[src/hdl/bmphdr_pkg.sv]
package bmphdr_pkg;

   // field widths
   localparam int unsigned BYTE_W  = 8;
   localparam int unsigned WORD_W  = 32;
   localparam int unsigned DEPTH_W = 16;

   // signature bytes
   localparam logic [BYTE_W-1:0] SIG_B = 8'h42;
   localparam logic [BYTE_W-1:0] SIG_M = 8'h4D;

   // header layout
   localparam logic [WORD_W-1:0] CHECK_LEN      = 32'd26;
   localparam logic [WORD_W-1:0] MIN_OFFSET     = 32'd14;
   localparam logic [WORD_W-1:0] CORE_DIB_SIZE  = 32'd12;
   localparam logic [WORD_W-1:0] INFO_DIB_SIZE  = 32'd40;
   localparam logic [WORD_W-1:0] INFO_HDR_END   = 32'd54;

   typedef enum logic [1:0] {
      VERDICT_NO_MATCH  = 2'd0,
      VERDICT_PARTIAL   = 2'd1,
      VERDICT_TRUNCATED = 2'd2,
      VERDICT_MATCHED   = 2'd3
   } verdict_type;

   typedef enum logic {
      PH_IDLE   = 1'b0,
      PH_ACTIVE = 1'b1
   } phase_type;

   typedef struct packed {
      logic [BYTE_W-1:0] data_byte;
      logic              first_byte;
      logic              last_byte;
   } req_item_type;

   typedef struct packed {
      verdict_type        verdict;
      logic [WORD_W-1:0]  match_length;
      logic [WORD_W-1:0]  declared_size;
      logic [WORD_W-1:0]  data_offset;
      logic [WORD_W-1:0]  dib_size;
      logic [WORD_W-1:0]  image_width;
      logic [WORD_W-1:0]  image_height;
      logic [DEPTH_W-1:0] bits_per_pixel;
      logic [WORD_W-1:0]  compression;
      logic               top_down;
   } rsp_item_type;

endpackage

[src/hdl/bmphdr_if.sv]
interface bmphdr_req_if;
   logic                               valid;
   logic                               ready;
   logic [bmphdr_pkg::BYTE_W-1:0]      data_byte;
   logic                               first_byte;
   logic                               last_byte;

   modport source (output valid, output data_byte, output first_byte, output last_byte,
                   input ready);
   modport sink   (input valid, input data_byte, input first_byte, input last_byte,
                   output ready);
endinterface

interface bmphdr_rsp_if;
   logic                               valid;
   logic                               ready;
   bmphdr_pkg::verdict_type            verdict;
   logic [bmphdr_pkg::WORD_W-1:0]      match_length;
   logic [bmphdr_pkg::WORD_W-1:0]      declared_size;
   logic [bmphdr_pkg::WORD_W-1:0]      data_offset;
   logic [bmphdr_pkg::WORD_W-1:0]      dib_size;
   logic [bmphdr_pkg::WORD_W-1:0]      image_width;
   logic [bmphdr_pkg::WORD_W-1:0]      image_height;
   logic [bmphdr_pkg::DEPTH_W-1:0]     bits_per_pixel;
   logic [bmphdr_pkg::WORD_W-1:0]      compression;
   logic                               top_down;

   modport source (output valid, output verdict, output match_length, output declared_size,
                   output data_offset, output dib_size, output image_width,
                   output image_height, output bits_per_pixel, output compression,
                   output top_down, input ready);
   modport sink   (input valid, input verdict, input match_length, input declared_size,
                   input data_offset, input dib_size, input image_width,
                   input image_height, input bits_per_pixel, input compression,
                   input top_down, output ready);
endinterface

[src/hdl/bmphdr_step.sv]
module bmphdr_step (
   input  logic                     clock,
   input  logic                     reset,
   input  logic                     item_valid,
   input  bmphdr_pkg::req_item_type item,
   output logic                     result_valid,
   output bmphdr_pkg::rsp_item_type result
);
   import bmphdr_pkg::*;

   // or one byte into its little-endian lane
   function automatic logic [WORD_W-1:0] put_le(input logic [WORD_W-1:0] field,
                                                input logic [BYTE_W-1:0] b,
                                                input logic [5:0] idx,
                                                input logic [5:0] base);
      logic [1:0] lane;
      lane = 2'(idx - base);
      return field | ({24'd0, b} << {lane, 3'b000});
   endfunction

   phase_type          phase_ff, phase_in;
   logic [WORD_W-1:0]  byte_count_ff;
   logic [WORD_W-1:0]  size_ff, offset_ff, dib_ff, width_ff, height_ff, comp_ff;
   logic [DEPTH_W-1:0] depth_ff;

   logic               active;
   logic [WORD_W-1:0]  cnt_base, size_base, offset_base, dib_base;
   logic [WORD_W-1:0]  width_base, height_base, comp_base;
   logic [DEPTH_W-1:0] depth_base;
   logic [WORD_W-1:0]  size_in, offset_in, dib_in, width_in, height_in, comp_in;
   logic [DEPTH_W-1:0] depth_in;
   logic [WORD_W-1:0]  count_in;
   logic [5:0]         idx;
   logic               idx_low;

   logic               fin, hdr, check_fail;
   verdict_type        verdict;
   logic [WORD_W-1:0]  length, hend, fend;
   logic               is_core, is_info, neg;

   // a start mark restarts from cleared fields
   assign active = item.first_byte || (phase_ff == PH_ACTIVE);

   always_comb begin
      cnt_base    = item.first_byte ? '0 : byte_count_ff;
      size_base   = item.first_byte ? '0 : size_ff;
      offset_base = item.first_byte ? '0 : offset_ff;
      dib_base    = item.first_byte ? '0 : dib_ff;
      width_base  = item.first_byte ? '0 : width_ff;
      height_base = item.first_byte ? '0 : height_ff;
      comp_base   = item.first_byte ? '0 : comp_ff;
      depth_base  = item.first_byte ? '0 : depth_ff;
   end

   assign idx      = cnt_base[5:0];
   assign idx_low  = (cnt_base[WORD_W-1:6] == '0);
   assign count_in = cnt_base + 32'd1;

   // header field capture by byte position
   always_comb begin
      size_in   = size_base;
      offset_in = offset_base;
      dib_in    = dib_base;
      width_in  = width_base;
      height_in = height_base;
      comp_in   = comp_base;
      depth_in  = depth_base;
      if (idx_low) begin
         priority if (idx >= 6'd2 && idx <= 6'd5) begin
            size_in = put_le(size_base, item.data_byte, idx, 6'd2);
         end else if (idx >= 6'd10 && idx <= 6'd13) begin
            offset_in = put_le(offset_base, item.data_byte, idx, 6'd10);
         end else if (idx >= 6'd14 && idx <= 6'd17) begin
            dib_in = put_le(dib_base, item.data_byte, idx, 6'd14);
         end else if (dib_base == CORE_DIB_SIZE) begin
            priority if (idx == 6'd18 || idx == 6'd19) begin
               width_in = put_le(width_base, item.data_byte, idx, 6'd18);
            end else if (idx == 6'd20 || idx == 6'd21) begin
               height_in = put_le(height_base, item.data_byte, idx, 6'd20);
            end else if (idx == 6'd24 || idx == 6'd25) begin
               depth_in = DEPTH_W'(put_le({16'd0, depth_base}, item.data_byte, idx, 6'd24));
            end else begin
               depth_in = depth_base;
            end
         end else if (dib_base >= INFO_DIB_SIZE) begin
            priority if (idx >= 6'd18 && idx <= 6'd21) begin
               width_in = put_le(width_base, item.data_byte, idx, 6'd18);
            end else if (idx >= 6'd22 && idx <= 6'd25) begin
               height_in = put_le(height_base, item.data_byte, idx, 6'd22);
            end else if (idx == 6'd28 || idx == 6'd29) begin
               depth_in = DEPTH_W'(put_le({16'd0, depth_base}, item.data_byte, idx, 6'd28));
            end else if (idx >= 6'd30 && idx <= 6'd33) begin
               comp_in = put_le(comp_base, item.data_byte, idx, 6'd30);
            end else begin
               comp_in = comp_base;
            end
         end else begin
            dib_in = dib_base;
         end
      end
   end

   // sanity checks and end points
   assign check_fail = (size_in < CHECK_LEN) || (offset_in < MIN_OFFSET) ||
                       (dib_in < CORE_DIB_SIZE) || (offset_in > size_in);
   assign hend = (dib_in >= INFO_DIB_SIZE) ? INFO_HDR_END : CHECK_LEN;
   assign fend = (size_in > hend) ? size_in : hend;

   // verdict decision for this byte
   always_comb begin
      fin     = 1'b0;
      hdr     = 1'b0;
      verdict = VERDICT_NO_MATCH;
      length  = '0;
      priority if (cnt_base == 32'd0) begin
         fin = (item.data_byte != SIG_B) || item.last_byte;
      end else if (cnt_base == 32'd1) begin
         if (item.data_byte != SIG_M) begin
            fin = 1'b1;
         end else if (item.last_byte) begin
            fin     = 1'b1;
            verdict = VERDICT_PARTIAL;
         end
      end else if (count_in < CHECK_LEN) begin
         if (item.last_byte) begin
            fin     = 1'b1;
            verdict = VERDICT_PARTIAL;
         end
      end else if (count_in == CHECK_LEN && check_fail) begin
         fin = 1'b1;
      end else if (count_in >= fend || item.last_byte) begin
         fin = 1'b1;
         hdr = 1'b1;
         if (count_in >= size_in) begin
            verdict = VERDICT_MATCHED;
            length  = size_in;
         end else begin
            verdict = VERDICT_TRUNCATED;
            length  = count_in;
         end
      end
   end

   // phase next state
   always_comb begin
      phase_in = phase_ff;
      if (item_valid && active) begin
         phase_in = fin ? PH_IDLE : PH_ACTIVE;
      end
   end

   // result fields
   assign is_core = (dib_in == CORE_DIB_SIZE);
   assign is_info = (dib_in >= INFO_DIB_SIZE) && (count_in >= INFO_HDR_END);
   assign neg     = height_in[WORD_W-1];

   always_comb begin
      result_valid          = item_valid && active && fin;
      result                = '0;
      result.verdict        = verdict;
      result.match_length   = length;
      if (hdr) begin
         result.declared_size = size_in;
         result.data_offset   = offset_in;
         result.dib_size      = dib_in;
         result.top_down      = 1'b1;
         if (is_core) begin
            result.image_width    = {16'd0, width_in[15:0]};
            result.image_height   = {16'd0, height_in[15:0]};
            result.bits_per_pixel = depth_in;
         end else if (is_info) begin
            result.image_width    = width_in;
            result.image_height   = neg ? (32'd0 - height_in) : height_in;
            result.bits_per_pixel = depth_in;
            result.compression    = comp_in;
            result.top_down       = neg;
         end
      end
   end

   // state registers
   always_ff @(posedge clock) begin
      if (reset) begin
         phase_ff <= PH_IDLE;
      end else begin
         phase_ff <= phase_in;
      end
   end

   always_ff @(posedge clock) begin
      if (item_valid && active) begin
         byte_count_ff <= count_in;
         size_ff       <= size_in;
         offset_ff     <= offset_in;
         dib_ff        <= dib_in;
         width_ff      <= width_in;
         height_ff     <= height_in;
         depth_ff      <= depth_in;
         comp_ff       <= comp_in;
      end
   end

`ifndef SYNTHESIS
   a_idle_after_verdict: assert property (@(posedge clock) disable iff (reset)
      result_valid |=> (phase_ff == PH_IDLE))
      else $error("parser not idle after a verdict");

   a_no_verdict_when_idle: assert property (@(posedge clock) disable iff (reset)
      (item_valid && !item.first_byte && phase_ff == PH_IDLE) |-> !result_valid)
      else $error("verdict from an unmarked byte while idle");

   a_count_restart: assert property (@(posedge clock) disable iff (reset)
      (item_valid && item.first_byte) |=> (byte_count_ff == 32'd1))
      else $error("byte count not restarted by a start mark");
`endif

endmodule

[src/hdl/bmp_header_recognizer_top.sv]
// path: an accepted item waits in the input register, passes the parse step, and any
//   result it yields is held in the result register until the sink takes it
// throughput: one byte per cycle while the result register is not held; the per-byte
//   parse step sits between the input and result registers and keeps up each cycle
// backpressure stalls the input register only while the result register is held
// reset: synchronous, active high; clears valid flags and sets the parser idle
module bmp_header_recognizer_top (
   input  logic        clock,
   input  logic        reset,
   bmphdr_req_if.sink  req_chan,
   bmphdr_rsp_if.source rsp_chan
);
   import bmphdr_pkg::*;

   logic         s1_valid_ff, s1_valid_in;
   req_item_type s1_item_ff;
   logic         rsp_valid_ff, rsp_valid_in;
   rsp_item_type rsp_item_ff;

   logic         out_free, step_fire, req_fire;
   logic         step_valid;
   rsp_item_type step_result;

   // handshake
   assign out_free  = !rsp_valid_ff || rsp_chan.ready;
   assign step_fire = s1_valid_ff && out_free;
   assign req_chan.ready = !s1_valid_ff || out_free;
   assign req_fire  = req_chan.valid && req_chan.ready;

   // input register
   always_comb begin
      s1_valid_in = s1_valid_ff;
      if (req_fire) begin
         s1_valid_in = 1'b1;
      end else if (step_fire) begin
         s1_valid_in = 1'b0;
      end
   end

   always_ff @(posedge clock) begin
      if (reset) begin
         s1_valid_ff <= 1'b0;
      end else begin
         s1_valid_ff <= s1_valid_in;
      end
   end

   always_ff @(posedge clock) begin
      if (req_fire) begin
         s1_item_ff.data_byte  <= req_chan.data_byte;
         s1_item_ff.first_byte <= req_chan.first_byte;
         s1_item_ff.last_byte  <= req_chan.last_byte;
      end
   end

   // parse step
   bmphdr_step u_step (
      .clock        (clock),
      .reset        (reset),
      .item_valid   (step_fire),
      .item         (s1_item_ff),
      .result_valid (step_valid),
      .result       (step_result)
   );

   // result register
   always_comb begin
      rsp_valid_in = rsp_valid_ff;
      if (step_fire && step_valid) begin
         rsp_valid_in = 1'b1;
      end else if (rsp_chan.ready) begin
         rsp_valid_in = 1'b0;
      end
   end

   always_ff @(posedge clock) begin
      if (reset) begin
         rsp_valid_ff <= 1'b0;
      end else begin
         rsp_valid_ff <= rsp_valid_in;
      end
   end

   always_ff @(posedge clock) begin
      if (step_fire && step_valid) begin
         rsp_item_ff <= step_result;
      end
   end

   assign rsp_chan.valid          = rsp_valid_ff;
   assign rsp_chan.verdict        = rsp_item_ff.verdict;
   assign rsp_chan.match_length   = rsp_item_ff.match_length;
   assign rsp_chan.declared_size  = rsp_item_ff.declared_size;
   assign rsp_chan.data_offset    = rsp_item_ff.data_offset;
   assign rsp_chan.dib_size       = rsp_item_ff.dib_size;
   assign rsp_chan.image_width    = rsp_item_ff.image_width;
   assign rsp_chan.image_height   = rsp_item_ff.image_height;
   assign rsp_chan.bits_per_pixel = rsp_item_ff.bits_per_pixel;
   assign rsp_chan.compression    = rsp_item_ff.compression;
   assign rsp_chan.top_down       = rsp_item_ff.top_down;

`ifndef SYNTHESIS
   a_stalled_item_kept: assert property (@(posedge clock) disable iff (reset)
      (s1_valid_ff && !out_free) |=> s1_valid_ff)
      else $error("buffered item dropped during a stall");

   a_short_verdict_empty: assert property (@(posedge clock) disable iff (reset)
      (rsp_valid_ff && (rsp_item_ff.verdict == VERDICT_NO_MATCH ||
                        rsp_item_ff.verdict == VERDICT_PARTIAL))
      |-> (rsp_item_ff.match_length == '0 && rsp_item_ff.declared_size == '0))
      else $error("non-match verdict carries header values");

   a_match_length: assert property (@(posedge clock) disable iff (reset)
      (rsp_valid_ff && rsp_item_ff.verdict == VERDICT_MATCHED)
      |-> (rsp_item_ff.match_length == rsp_item_ff.declared_size))
      else $error("matched length differs from declared size");
`endif

endmodule
[src/flat_wrapper.sv]
// flat-port wrapper written by rule: the top's interface ports become plain ports
module bmp_header_recognizer_top_flat import bmphdr_pkg::*;
  (clock, reset, req_chan_valid, req_chan_data_byte, req_chan_first_byte, req_chan_last_byte, req_chan_ready, rsp_chan_valid, rsp_chan_verdict, rsp_chan_match_length, rsp_chan_declared_size, rsp_chan_data_offset, rsp_chan_dib_size, rsp_chan_image_width, rsp_chan_image_height, rsp_chan_bits_per_pixel, rsp_chan_compression, rsp_chan_top_down, rsp_chan_ready);
  bmphdr_req_if req_chan_i ();
  bmphdr_rsp_if rsp_chan_i ();
  input  logic clock;
  input  logic reset;
  input wire logic [$bits(req_chan_i.valid)-1:0] req_chan_valid;
  input wire logic [$bits(req_chan_i.data_byte)-1:0] req_chan_data_byte;
  input wire logic [$bits(req_chan_i.first_byte)-1:0] req_chan_first_byte;
  input wire logic [$bits(req_chan_i.last_byte)-1:0] req_chan_last_byte;
  output wire logic [$bits(req_chan_i.ready)-1:0] req_chan_ready;
  output wire logic [$bits(rsp_chan_i.valid)-1:0] rsp_chan_valid;
  output wire logic [$bits(rsp_chan_i.verdict)-1:0] rsp_chan_verdict;
  output wire logic [$bits(rsp_chan_i.match_length)-1:0] rsp_chan_match_length;
  output wire logic [$bits(rsp_chan_i.declared_size)-1:0] rsp_chan_declared_size;
  output wire logic [$bits(rsp_chan_i.data_offset)-1:0] rsp_chan_data_offset;
  output wire logic [$bits(rsp_chan_i.dib_size)-1:0] rsp_chan_dib_size;
  output wire logic [$bits(rsp_chan_i.image_width)-1:0] rsp_chan_image_width;
  output wire logic [$bits(rsp_chan_i.image_height)-1:0] rsp_chan_image_height;
  output wire logic [$bits(rsp_chan_i.bits_per_pixel)-1:0] rsp_chan_bits_per_pixel;
  output wire logic [$bits(rsp_chan_i.compression)-1:0] rsp_chan_compression;
  output wire logic [$bits(rsp_chan_i.top_down)-1:0] rsp_chan_top_down;
  input wire logic [$bits(rsp_chan_i.ready)-1:0] rsp_chan_ready;
  assign req_chan_i.valid = req_chan_valid;
  assign req_chan_i.data_byte = req_chan_data_byte;
  assign req_chan_i.first_byte = req_chan_first_byte;
  assign req_chan_i.last_byte = req_chan_last_byte;
  assign req_chan_ready = req_chan_i.ready;
  assign rsp_chan_valid = rsp_chan_i.valid;
  assign rsp_chan_verdict = rsp_chan_i.verdict;
  assign rsp_chan_match_length = rsp_chan_i.match_length;
  assign rsp_chan_declared_size = rsp_chan_i.declared_size;
  assign rsp_chan_data_offset = rsp_chan_i.data_offset;
  assign rsp_chan_dib_size = rsp_chan_i.dib_size;
  assign rsp_chan_image_width = rsp_chan_i.image_width;
  assign rsp_chan_image_height = rsp_chan_i.image_height;
  assign rsp_chan_bits_per_pixel = rsp_chan_i.bits_per_pixel;
  assign rsp_chan_compression = rsp_chan_i.compression;
  assign rsp_chan_top_down = rsp_chan_i.top_down;
  assign rsp_chan_i.ready = rsp_chan_ready;
  bmp_header_recognizer_top u_core (.clock(clock), .reset(reset), .req_chan(req_chan_i), .rsp_chan(rsp_chan_i));
endmodule
[config.mk]
export PLATFORM = sky130hd
export DESIGN_NAME = bmp_header_recognizer_top_flat
export DESIGN_NICKNAME = d
export VERILOG_FILES = /design/src/hdl/bmphdr_pkg.sv /design/src/hdl/bmphdr_if.sv /design/src/hdl/bmphdr_step.sv /design/src/hdl/bmp_header_recognizer_top.sv /design/src/flat_wrapper.sv
export SDC_FILE = /design/constraint.sdc
export NUM_CORES = 1
export LEC_CHECK = 0
export BUFFER_PORTS_ARGS = -buffer_cell sky130_fd_sc_hd__buf_2
export CAP_MARGIN = 30
export CORE_ASPECT_RATIO = 1.4
export CORE_MARGIN = 2
export CORE_UTILIZATION = 34
export DETAILED_ROUTE_END_ITERATION = 10
export PLACE_DENSITY = 0.59
export SYNTH_ARGS = -nofsm -noshare
export SYNTH_HDL_FRONTEND = slang
export SYNTH_SLANG_ARGS = --single-unit
[constraint.sdc]
create_clock -name clock -period 21.2 [get_ports clock]
set_input_delay 1.06 -clock clock [delete_from_list [all_inputs] [get_ports clock]]
set_output_delay 1.06 -clock clock [all_outputs]
set_load 0.01 [all_outputs]
---- Yosys cells after proc, flatten, opt, wreduce, memory -nomap -nowiden ----
Index checks and enable logic that the tools add are counted.
W data, S select, Z words.
word-level totals
  bits in registers ....................... 496
  input bits .............................. 14
  logic and storage cells ................. 218
operators by class
  add/sub/neg operators ................... 11
  $lt $le $gt $ge ......................... 23
  equality and inequality tests ........... 14
  shift operators ......................... 9
  mux-type cells .......................... 87
  bitwise gates (word level) .............. 13
  reductions and logical operators ........ 34
operator list
  operator                 number
  $mux W32                 47
  $or A32 B32 Y32          7
  $shl A8 B5 Y32           7
  $mux W16                 13
  $mux W97                 1
  $ge A32 B6 Y1 const B    3
  $eq A32 B4 Y1 const B    2
  $ge A32 B32 Y1           2
  $lt A32 B4 Y1 const B    2
  $lt A32 B5 Y1 const B    2
  $mux W64                 1
  $eq A6 B5 Y1 const B     8
  $add A32 B1 Y32 const B  1
  $eq A32 B1 Y1 const B    1
  $eq A32 B5 Y1 const B    1
  $gt A32 B32 Y1           1
  $gt A32 B6 Y1            1
  $logic_not A32 Y1        1
  $or A16 B16 Y16          2
  $shl A8 B5 Y16           2
  $sub A1 B32 Y32 const A  1
  $logic_not A26 Y1        1
  $mux W1                  20
  $ge A6 B5 Y1 const B     3
  19 further kinds         61

---- Logic depth before layout (Yosys ltp) ----
Gate-level depths: netlist of the first run.
  depth after elaboration ................. 22
  mapped depth ............................ 31
  gate-level depth less buffers ........... 26

---- By module ----
Synthesis of the first run repeated with hierarchy kept, for this count alone.
unflattened totals
  cells, all modules ...................... 1,973
  area total of the unflattened synthesis .. 24,696.2 µm²
modules (own cells, without submodules)
  module                     instances  cells an instance  area an instance (µm²)  sequential area each (µm²)
  bmphdr_step                1          1,709              16,996.3                7,226.9
  bmp_header_recognizer_top  1          264                7,699.9                 7,637.3

---- Least setup slack after synthesis of the first run ----
No wires, ideal clock.
  path type ............................... register to register
  start ................................... register u_core.s1_item_ff[1] (netlist name)
  end ..................................... register u_core.rsp_item_ff (netlist bit u_core.rsp_chan.bits_per_pixel[0]), enable pin
  arrival ................................. 18.090 ns
  required time ........................... 20.606 ns
  path slack .............................. 2.515 ns
  stages on the path, launching flop included .. 15
  path buffers ............................ 8
  cells stage by stage .................... edfxtp_1 buf_2 buf_4 buf_2 buf_2 buf_2 buf_2 buf_1 clkbuf_1 o21ai_0 nor2_1 o31a_1 inv_1 a221o_1 inv_1
on the way
  word-level cells in the longest chain between the ends .. 21
  elaborated cells on any way between the ends .. 60
ends and longest elaborated chain
  element                  RTL line                         source
  start: declaration       bmp_header_recognizer_top.sv:16  req_item_type s1_item_ff;
  $mux W32                 bmphdr_step.sv:45                cnt_base = item.first_byte ? '0 : byte_count_ff;
  $sub A2 B2 Y2            bmphdr_step.sv:17                lane = 2'(idx - base);
  $shl A8 B5 Y32           bmphdr_step.sv:18                return field | ({24'd0, b} << {lane, 3'b000});
  $or A32 B32 Y32          bmphdr_step.sv:18
  $mux W32                 bmphdr_step.sv:73                end else if (idx >= 6'd14 && idx <= 6'd17) begin
  $mux W32                 bmphdr_step.sv:71                end else if (idx >= 6'd10 && idx <= 6'd13) begin
  $mux W32                 bmphdr_step.sv:69                priority if (idx >= 6'd2 && idx <= 6'd5) begin
  $mux W32                 bmphdr_step.sv:68                if (idx_low) begin
  [5 not listed]           -
  $logic_or A1 B1 Y1       bmphdr_step.sv:131               end else if (count_in >= fend || item.last_byte) begin
  $mux W1                  bmphdr_step.sv:131
  $mux W1                  bmphdr_step.sv:129               end else if (count_in == CHECK_LEN && check_fail) begin
  $mux W1                  bmphdr_step.sv:124               end else if (count_in < CHECK_LEN) begin
  $mux W1                  bmphdr_step.sv:117               end else if (cnt_base == 32'd1) begin
  $mux W1                  bmphdr_step.sv:115               priority if (cnt_base == 32'd0) begin
  $logic_and A1 B1 Y1 (*)  bmphdr_step.sv:158               result_valid = item_valid && active && fin;
  $logic_and A1 B1 Y1 (*)  bmp_header_recognizer_top.sv:85  if (step_fire && step_valid) begin
  end signal: assignment   bmp_header_recognizer_top.sv:86  rsp_item_ff <= step_result;
  end: declaration         bmp_header_recognizer_top.sv:18  rsp_item_type rsp_item_ff;
Every way passes the cells marked *; elsewhere a longest branch is shown, timed or not.
A chain may end at the register's enable or synchronous reset.

---- Worst setup path after layout of the first run ----
  start ................................... register u_core.s1_item_ff[1] (netlist name)
  end ..................................... register u_core.rsp_item_ff (netlist bit u_core.rsp_chan.declared_size[26]), enable pin
Same word-level chain as after synthesis.

==> metrics.cfg, run 1 <==
[status]
status=finished clean

[power]
power.internal_uw=1693
powerDensity_mw_per_mm2=78.85
p_sw_share_pct=25.79
power_frac_seq_pct=50.2
leakage_uw=0.01043
pwr-share-comb_pct=11.0
p_clk_share_pct=38.8
switchingPower_uw=588.2
power.ir.vdd_worst_v=0.00005208

[sta]
rsz0062_at_grt=false
setup_slack_ps=12880
maxSlewHeadroom_pct=23.22
finalClockSkew_ps=19.87
min_period_over_period_pct=39.25
drv_slew=0
hold_slack_ps=489.8
tightest_slew_ps=1152
finalSetupTns_ps=0
setup_viol=0
clock.fmax_mhz=120.2
fin_crit_ps=8321
hold_violations=0

[clock_network]
post_cts_resized=0
cts_tree=yes
clkTransAtPathRegs_ps=60
holdBufCountCts=0
post_cts_buffers=0
cts_root_buf=clkbuf_16
cts_max_level=2
cts_buffer_depth=3
numClockSinks=496
worstSkewPairLatency_ps=610
numCtsBuffers=49

[routing]
highest_layer=met4
wl_met1_um=32740
vias=18467
firstDrtPassIters=9
wl_met2_um=42930
ant_nets=0
viasPerCell=5.509
wire_per_inst_um=25.23
drc=0
drt_iter0_markers=1919
wl_met3_um=3855
drt-total-wl_um=84580

[yosys]
ys.warnings.count=0
syn_area_mm2=0.02502
ys_seq_elements=496
synth_edf_count=493
ys_types=85
avgSynthCellArea_um2=11.71
postSynthCellCount=2136
synthArstFlopShare_pct=0
synth_fp_nets=2248
ys_seq_area_share_pct=59.40
synth_ff_type=edfxtp_1

[worst_setup_path]
crit_start=u_core.s1_item_ff[1]
crit_path_start_kind=register
crit_path_end_kind=register
crit_arrival_ps=8610
worstPathRequired_ps=21490
critPathSlowestCell=a21oi_1
max_stage_delay_ps=630
reg2reg_slack_ps=12880
path_max_fanout=205
path_class=register to register
critical_path.most_common_cell=a21o_1
r2r_start=u_core.s1_item_ff[1]

[placement]
place_congestion=0.8931
place_inst=3262
dp_hpwl_um=61060
portBuffers=258
place_ws_ps=12910

[global_route]
grt_pass1_wl_um=122300
overflow=0
grt_max_degree=206
antenna_found_initial=0
grt_use_total_pct=21.86
grt_pass1_vias=18162

[hold_path]
holdCritStartpoint=u_core.rsp_chan.valid
min_path_type=register to register

[finish]
n_antenna_cell=0
synthToLayoutAreaGrowth_pct=15.62
nFillCells=6929
fin_util_pct=39.77
nNetsFinal=2474
post_layout_nonfiller_instances=3352
drive_gt1_share_pct=17.79

[floorplan]
fp.dieH_um=325.0
io-pin-count=259
die_width_um=233.3
rows=117
core-area_mm2=0.07276
start_util_pct=34.39
die_area_mm2=0.07581

[run]
cap_violations=0

cells by family after synthesis:
kind of cell	Yosys count	share of synthesized area (%)
AND/OR/NAND/NOR	795	16.61
XOR/XNOR	60	2.100
adder cells (fa/ha/maj)	98	4.900
AO/OA/AOI/OAI	422	11.57
buffers and inverters	228	3.925
flip-flops	496	59.40
multiplexers	37	1.495
cell usage after synthesis, types with 35 or more instances:
master | number | area share, %
clkbuf_1 | 67 | 1.0
o2bb2ai_1 | 78 | 2.7
nand2_1 | 98 | 1.5
nor3_1 | 74 | 1.5
nand4_1 | 37 | 0.93
nor2b_1 | 113 | 2.8
xnor2_1 | 51 | 1.8
nor2_1 | 263 | 3.9
ha_1 | 98 | 4.9
inv_1 | 99 | 1.5
edfxtp_1 | 493 | 59
a21oi_1 | 140 | 2.8
o21ai_0 | 35 | 0.70
nor4_1 | 39 | 0.98
layer usage:
| layer | GRT usage, % | up-vias |
|---|---|---|
| met3 | 2.761 | 176 |
| met1 | 25.99 | 9197 |
| met2 | 38.14 | 653 |
| li1 | - | 8441 |
| met5 | 0 | - |
| met4 | 11.70 | 0 |
final timing paths:
path                                  endpoint  depth (start not counted)
min                      u_core.rsp_chan.valid                          2
max reg2reg  u_core.rsp_chan.declared_size[26]                         29
max          u_core.rsp_chan.declared_size[26]                         29
min reg2reg              u_core.rsp_chan.valid                          2
worst max-delay path: cells and delay by family, from the launching register on:
family                   cells  cell delay (ps)
buffers and inverters        5             1870
flip-flops                   1              500
AND/OR/NAND/NOR              6             1350
AO/OA/AOI/OAI               16             3300
adder cells (fa/ha/maj)      2              700
through the flow:
stage	area (µm²)	power [µW]
global placement	27280	1410
CTS	28920	2302
floorplan	25020	1332
detailed placement	27340	1416
finish	28930	2281
global route	28930	2361
cell usage in the layout (no fill, tap or decap), types with 7 or more instances in the layout:
master / count
a211oi_1: 12
a21o_1: 27
a21oi_1: 140
a22o_1: 8
a22oi_1: 12
a31oi_1: 20
a41oi_1: 12
and2_1: 31
and3_1: 20
and4_1: 11
buf_2: 260
buf_4: 39
clkbuf_1: 7
clkbuf_16: 49
clkinv_2: 12
edfxtp_1: 493
ha_1: 98
inv_1: 98
mux2i_1: 34
nand2_1: 97
nand3_1: 31
nand4_1: 37
nor2_1: 262
nor2b_1: 113
nor3_1: 74
nor3_2: 13
nor4_1: 36
o21ai_0: 35
o2bb2ai_1: 78
o31ai_1: 10
o32ai_1: 10
or3_1: 8
or4_1: 11
xnor2_1: 51
xor2_1: 9
power groups by stage:
stage	sequential (µW)	clock, µW	combinational, µW
6_report	1150	885	251
5_1_grt	1150	940	272
4_1_cts	1150	905	251
3_5_place_dp	1170	0	250
3_3_place_gp	1170	0	244
2_1_floorplan	1180	0	153
cell type report:
type / instances / area, µm² / area share (%)
Tap cell: 952 / 1191 / 4.117
Multi-Input combinational cell: 1412 / 9223 / 31.88
Timing Repair Buffer: 303 / 1689 / 5.838
Clock buffer: 56 / 1252 / 4.329
Inverter: 100 / 384.1 / 1.328
Sequential cell: 496 / 14860 / 51.38
Clock inverter: 33 / 327.8 / 1.133
No activity file was read; power rests on OpenSTA's default activity.
==> run 2: changes to the inputs <==
Settings changed: PLACE_DENSITY 0.59 to 0.61.
Clock period 21.2 ns to 7.1 ns, I/O delays scaled along.
==> run 2 against run 1 <==
Against the previous run:
- register-to-register slack got worse by 13000 ps
- total power grew to 3.0 times the previous value
- utilization grew 0.81 points
- critical path type unchanged
- largest power group unchanged
- cell count increased by 2.0%
- sequential share of layout area is 1.0 points lower
==> metrics.cfg, run 2 (synthesis gave the netlist of run 1 again) <==
[finish]
layout_common_cells=493 x edfxtp_1, 262 x nor2_1, 258 x buf_2
drive_gt1_share_pct=19.18
nFillCells=6978
fin_util_pct=40.57
n_antenna_cell=0
final_common_cell=edfxtp_1
post_layout_nonfiller_instances=3418
synthToLayoutAreaGrowth_pct=17.97
nNetsFinal=2538

[worst_setup_path]
max_stage_delay_ps=640
crit_arrival_ps=7080
r2r_start=u_core.u_step.byte_count_ff[1]
crit_path_end_kind=register
path_max_fanout=34
reg2reg_slack_ps=320
timing.rr.end=u_core.rsp_chan.compression[20]
worstPathRequired_ps=7400
crit_path_start_kind=register
r2r_cells=27
critical_path.most_common_cell=a21o_1
path_class=register to register
critPathSlowestCell=edfxtp_1

[sta]
finalClockSkew_ps=20.47
rsz0062_at_grt=false
hold_slack_ps=181.6
maxSlewHeadroom_pct=19.57
drv_slew=0
clock.fmax_mhz=147.4
fin_crit_ps=6784
setup_viol=0
hold_violations=0
min_period_over_period_pct=95.54
tightest_slew_ps=1206

[clock_network]
numCtsBuffers=48
numClockSinks=496
clkTransAtPathRegs_ps=60
post_cts_buffers=0
cts_buffer_depth=3
cts_tree=yes
cts_max_level=2
cts_root_buf=clkbuf_16
worstSkewPairLatency_ps=610

[routing]
drc=0
vias=18844
drt_iter0_markers=1651
ant_nets=0
wire_per_inst_um=24.97
viasPerCell=5.513
drt-total-wl_um=85330
firstDrtPassIters=6

[global_route]
antenna_found_initial=4
grt_pass1_vias=18734
overflow=0
grt_max_degree=182
grt_use_total_pct=22.14
grt_pass1_wl_um=124200

[placement]
dp_hpwl_um=63010
portBuffers=258
place_congestion=0.9241
place_inst=3315

[floorplan]
rows=117
start_util_pct=34.39
fp.dieH_um=325.0
core-area_mm2=0.07276
die_area_mm2=0.07581
die_width_um=233.3
io-pin-count=259

[hold_path]
min_path_type=input pin to register
holdCritStartpoint=rsp_chan_ready
hold-path-cell-count=4
min_to=u_core.s1_valid_ff

[power]
leakage_uw=0.01074
powerDensity_mw_per_mm2=228.6
power.ir.vdd_worst_v=0.0001428

[status]
status=finished clean

[run]
cap_violations=0

run 2: changes by cell type in the layout (fill, tap and decap cells not counted), moves of 3 or more:
cell | before | now
buf_4 | 39 | 83
dlygate4sd3_1 | 0 | 13
buf_12 | 2 | 13
clkinv_1 | 4 | 13
clkinv_2 | 12 | 7
a21oi_1 | 140 | 137
a21oi_2 | 0 | 3
clkbuf_1 | 7 | 10
run 2: area by class of cell:
type | count | area, µm² | area share, %
sequential | 496 | 14860 | 50.36
multi-input combinational | 1412 | 9259 | 31.37
timing repair buffer | 368 | 2316 | 7.846
clock buffer | 59 | 1264 | 4.281
tap | 952 | 1191 | 4.035
inverter | 100 | 380.4 | 1.289
clock inverter | 31 | 244.0 | 0.8266
run 2: stage by stage:
stage	instance area (µm²)	setup WS, ps	power (µW)	setup TNS [ps]
finish	29520	316.5	6747	0
global route	29520	12.07	6978	0
global placement	27880	462.4	4249	0
CTS	29510	451.6	6798	0
floorplan	25110	-1711	3963	-415660
detailed placement	27880	480.4	4263	0
run 2: worst max-delay path, delay by kind of cell (launching register included):
family / cells / cell delay (ps)
buffers and inverters: 4 / 910
adder cells (fa/ha/maj): 2 / 650
flip-flops: 1 / 640
AND/OR/NAND/NOR: 9 / 2300
AO/OA/AOI/OAI: 12 / 1960
run 2: routing by layer:
metal,track usage (%),routed length (µm),up-vias
met5,0,11,-
met4,12.70,5368,2
met3,2.779,4438,211
met2,38.50,43310,761
met1,26.09,32200,9292
li1,-,-,8578
run 2: what timing repair did:
action	in CTS	in global routing
setup endpoints to repair	0	28
hold buffers	13	0
endpoints found under the hold margin	12	0
resized for setup	0	1
run 2: how the worst max path moves through the flow:
stage / start / endpoint / slack [ps]
2_1_floorplan: u_core.u_step.byte_count_ff[3] / u_core.rsp_chan.bits_per_pixel[0] / -1710
3_3_place_gp: u_core.s1_item_ff[1] / u_core.rsp_chan.image_width[17] / 460
3_5_place_dp: u_core.s1_item_ff[1] / u_core.rsp_chan.compression[20] / 480
4_1_cts: u_core.u_step.byte_count_ff[6] / u_core.rsp_chan.compression[20] / 450
5_1_grt: u_core.u_step.byte_count_ff[15] / u_core.rsp_chan.compression[20] / 10
6_report: u_core.u_step.byte_count_ff[1] / u_core.rsp_chan.compression[20] / 320
run 2: report_power, final:
group	internal (µW)	leakage, µW	switching, µW
Sequential	3360	0.00459	58.7
Clock	1380	0.000729	1150
Combinational	264	0.00542	528
Total	5010	0.0107	1740
==> run 3: changes to the inputs <==
Settings changed: CORE_UTILIZATION 34 to 54, PLACE_DENSITY 0.61 to 0.86.
==> run 3 against run 2 <==
Against the previous run:
- worst setup slack gained 59 ps
- cell count fell by 10%
- critical endpoint is now u_core.rsp_chan.dib_size[15]
- critical path depth fell by 1
- first-iteration DRC count rose by 46%
- combinational power fell by 2%
- sequential cell count stayed put
- maximum frequency up 0.88%
- sequential share of layout area is 0.78 points higher
- die area is 37% lower
- clock skew up 4.8 ps
- non-clock buffer count decreased by 11
==> metrics.cfg, run 3 (synthesis gave the netlist of run 1 again) <==
[power]
power.ir.vdd_worst_v=0.0001904
p_clk_share_pct=38.3
leakage_uw=0.01072
pwr-share-comb_pct=11.5
p_sw_share_pct=24.63
powerDensity_mw_per_mm2=233.7
power.internal_uw=5120
power_frac_seq_pct=50.3
switchingPower_uw=1673

[hold_path]
min_path_type=input pin to register

[worst_setup_path]
path_class=register to register
crit_path_end_kind=register
crit_arrival_ps=7010
max_stage_delay_ps=730
critical_path.most_common_cell=a21o_1
crit_path_start_kind=register
worst-path-buf-inv=2
critPathSlowestCell=edfxtp_1
worstPathRequired_ps=7390
path_max_fanout=33
cp_top_family=compound AO/OA/AOI/OAI gates

[floorplan]
die_area_mm2=0.04810
io-pin-count=259
fp.dieH_um=258.7
core-area_mm2=0.04585
rows=93
start_util_pct=54.58
die_width_um=185.9

[sta]
finalClockSkew_ps=25.29
maxSlewHeadroom_pct=31.57
drv_slew=0
fin_crit_ps=6724
setup_viol=0
finalSetupTns_ps=0
setup_slack_ps=375.9
clock.fmax_mhz=148.7
min_period_over_period_pct=94.71
hold_violations=0
rsz0062_at_grt=false
tightest_slew_ps=1026

[global_route]
antenna_found_initial=0
grt_max_degree=106
grt_use_total_pct=31.49
grt_pass1_wl_um=112700
grt_pass1_vias=19001
overflow=0

[finish]
drive_gt1_share_pct=18.95
nNetsFinal=2525
layout_common_cells=493 x edfxtp_1, 262 x nor2_1, 260 x buf_2
final_common_cell=edfxtp_1
postLayoutCellArea_mm2=0.02907
synthToLayoutAreaGrowth_pct=16.17

[placement]
portBuffers=258
dp_hpwl_um=55060
place_congestion=1.003
place_ws_ps=600.7
placed_cell_area_mm2=0.02734

[status]
status=finished clean

[routing]
vias=19452
drc=0
drt_iter0_markers=2403
viasPerCell=6.344
drt-total-wl_um=76430
firstDrtPassIters=6
wire_per_inst_um=24.93
ant_nets=0

[run]
cap_violations=0

[clock_network]
clkTransAtPathRegs_ps=70
numClockSinks=496
cts_buffer_depth=3
worstSkewPairLatency_ps=580
numCtsBuffers=46
cts_max_level=2
post_cts_buffers=0
cts_tree=yes
cts_root_buf=clkbuf_16

## run 3: cell types whose count changed in the layout (fill, tap and decap cells not counted), sizes merged
cell / previous run / this run
buf: 355 / 346
clkinvlp: 4 / 2
bufinv: 3 / 7
diode: 0 / 1
clkinv: 22 / 13
dlygate4sd3: 13 / 11
## run 3: power by group through the flow
| stage | sequential [µW] | combinational [µW] | clock [µW] |
|---|---|---|---|
| 3_5_place_dp | 3480 | 752 | 0 |
| 5_1_grt | 3420 | 835 | 2720 |
| 4_1_cts | 3410 | 762 | 2610 |
| 6_report | 3410 | 779 | 2600 |
| 3_3_place_gp | 3470 | 722 | 0 |
| 2_1_floorplan | 3500 | 462 | 0 |
## run 3: routing by layer
layer	up-vias	track usage (%)	part of all wire, %
met2	1219	52.12	49
met3	347	4.637	8.0
met4	0	25.68	9.7
met1	9342	36.12	34
met5	-	0	0
li1	8544	-	-
## run 3: layout make-up
class | count | area [µm²]
Tap cell | 617 | 772.0
Inverter | 100 | 380.4
Sequential cell | 496 | 14860
Clock buffer | 59 | 1241
Fill cell | 3454 | 16780
Timing Repair Buffer | 357 | 2230
Clock inverter | 24 | 320.3
Multi-Input combinational cell | 1412 | 9259
Antenna cell | 1 | 2.502
## run 3: metrics by stage
step	hold slack, ps	instances	util [%]	total power (µW)
floorplan	424.1	2136	-	3963
global placement	460.5	2966	59.55	4195
detailed placement	487.9	2968	59.62	4227
CTS	0.05013	3062	63.27	6783
global route	7.215	3065	63.40	6974
finish	9.361	3066	63.41	6794
## run 3: worst min-delay path: cells and delay by family
family | cells | cell delay [ps]
AO/OA/AOI/OAI | 1 | 40
buffers and inverters | 1 | 80
AND/OR/NAND/NOR | 1 | 70
## run 3: path summary, 6_finish.rpt
path,end,cells after the start,from,slack [ps]
setup / recovery,u_core.rsp_chan.dib_size[15],26,u_core.u_step.byte_count_ff[1],380
hold / removal,u_core.s1_valid_ff,3,req_chan_valid,9
setup reg to reg,u_core.rsp_chan.dib_size[15],26,u_core.u_step.byte_count_ff[1],380
hold reg to reg,u_core.rsp_chan.valid,2,u_core.rsp_chan.valid,490
## run 3: timing repair
item | CTS | global route
resized for setup | 0 | 0
endpoints found under the hold margin | 12 | 0
hold buffers | 11 | 0
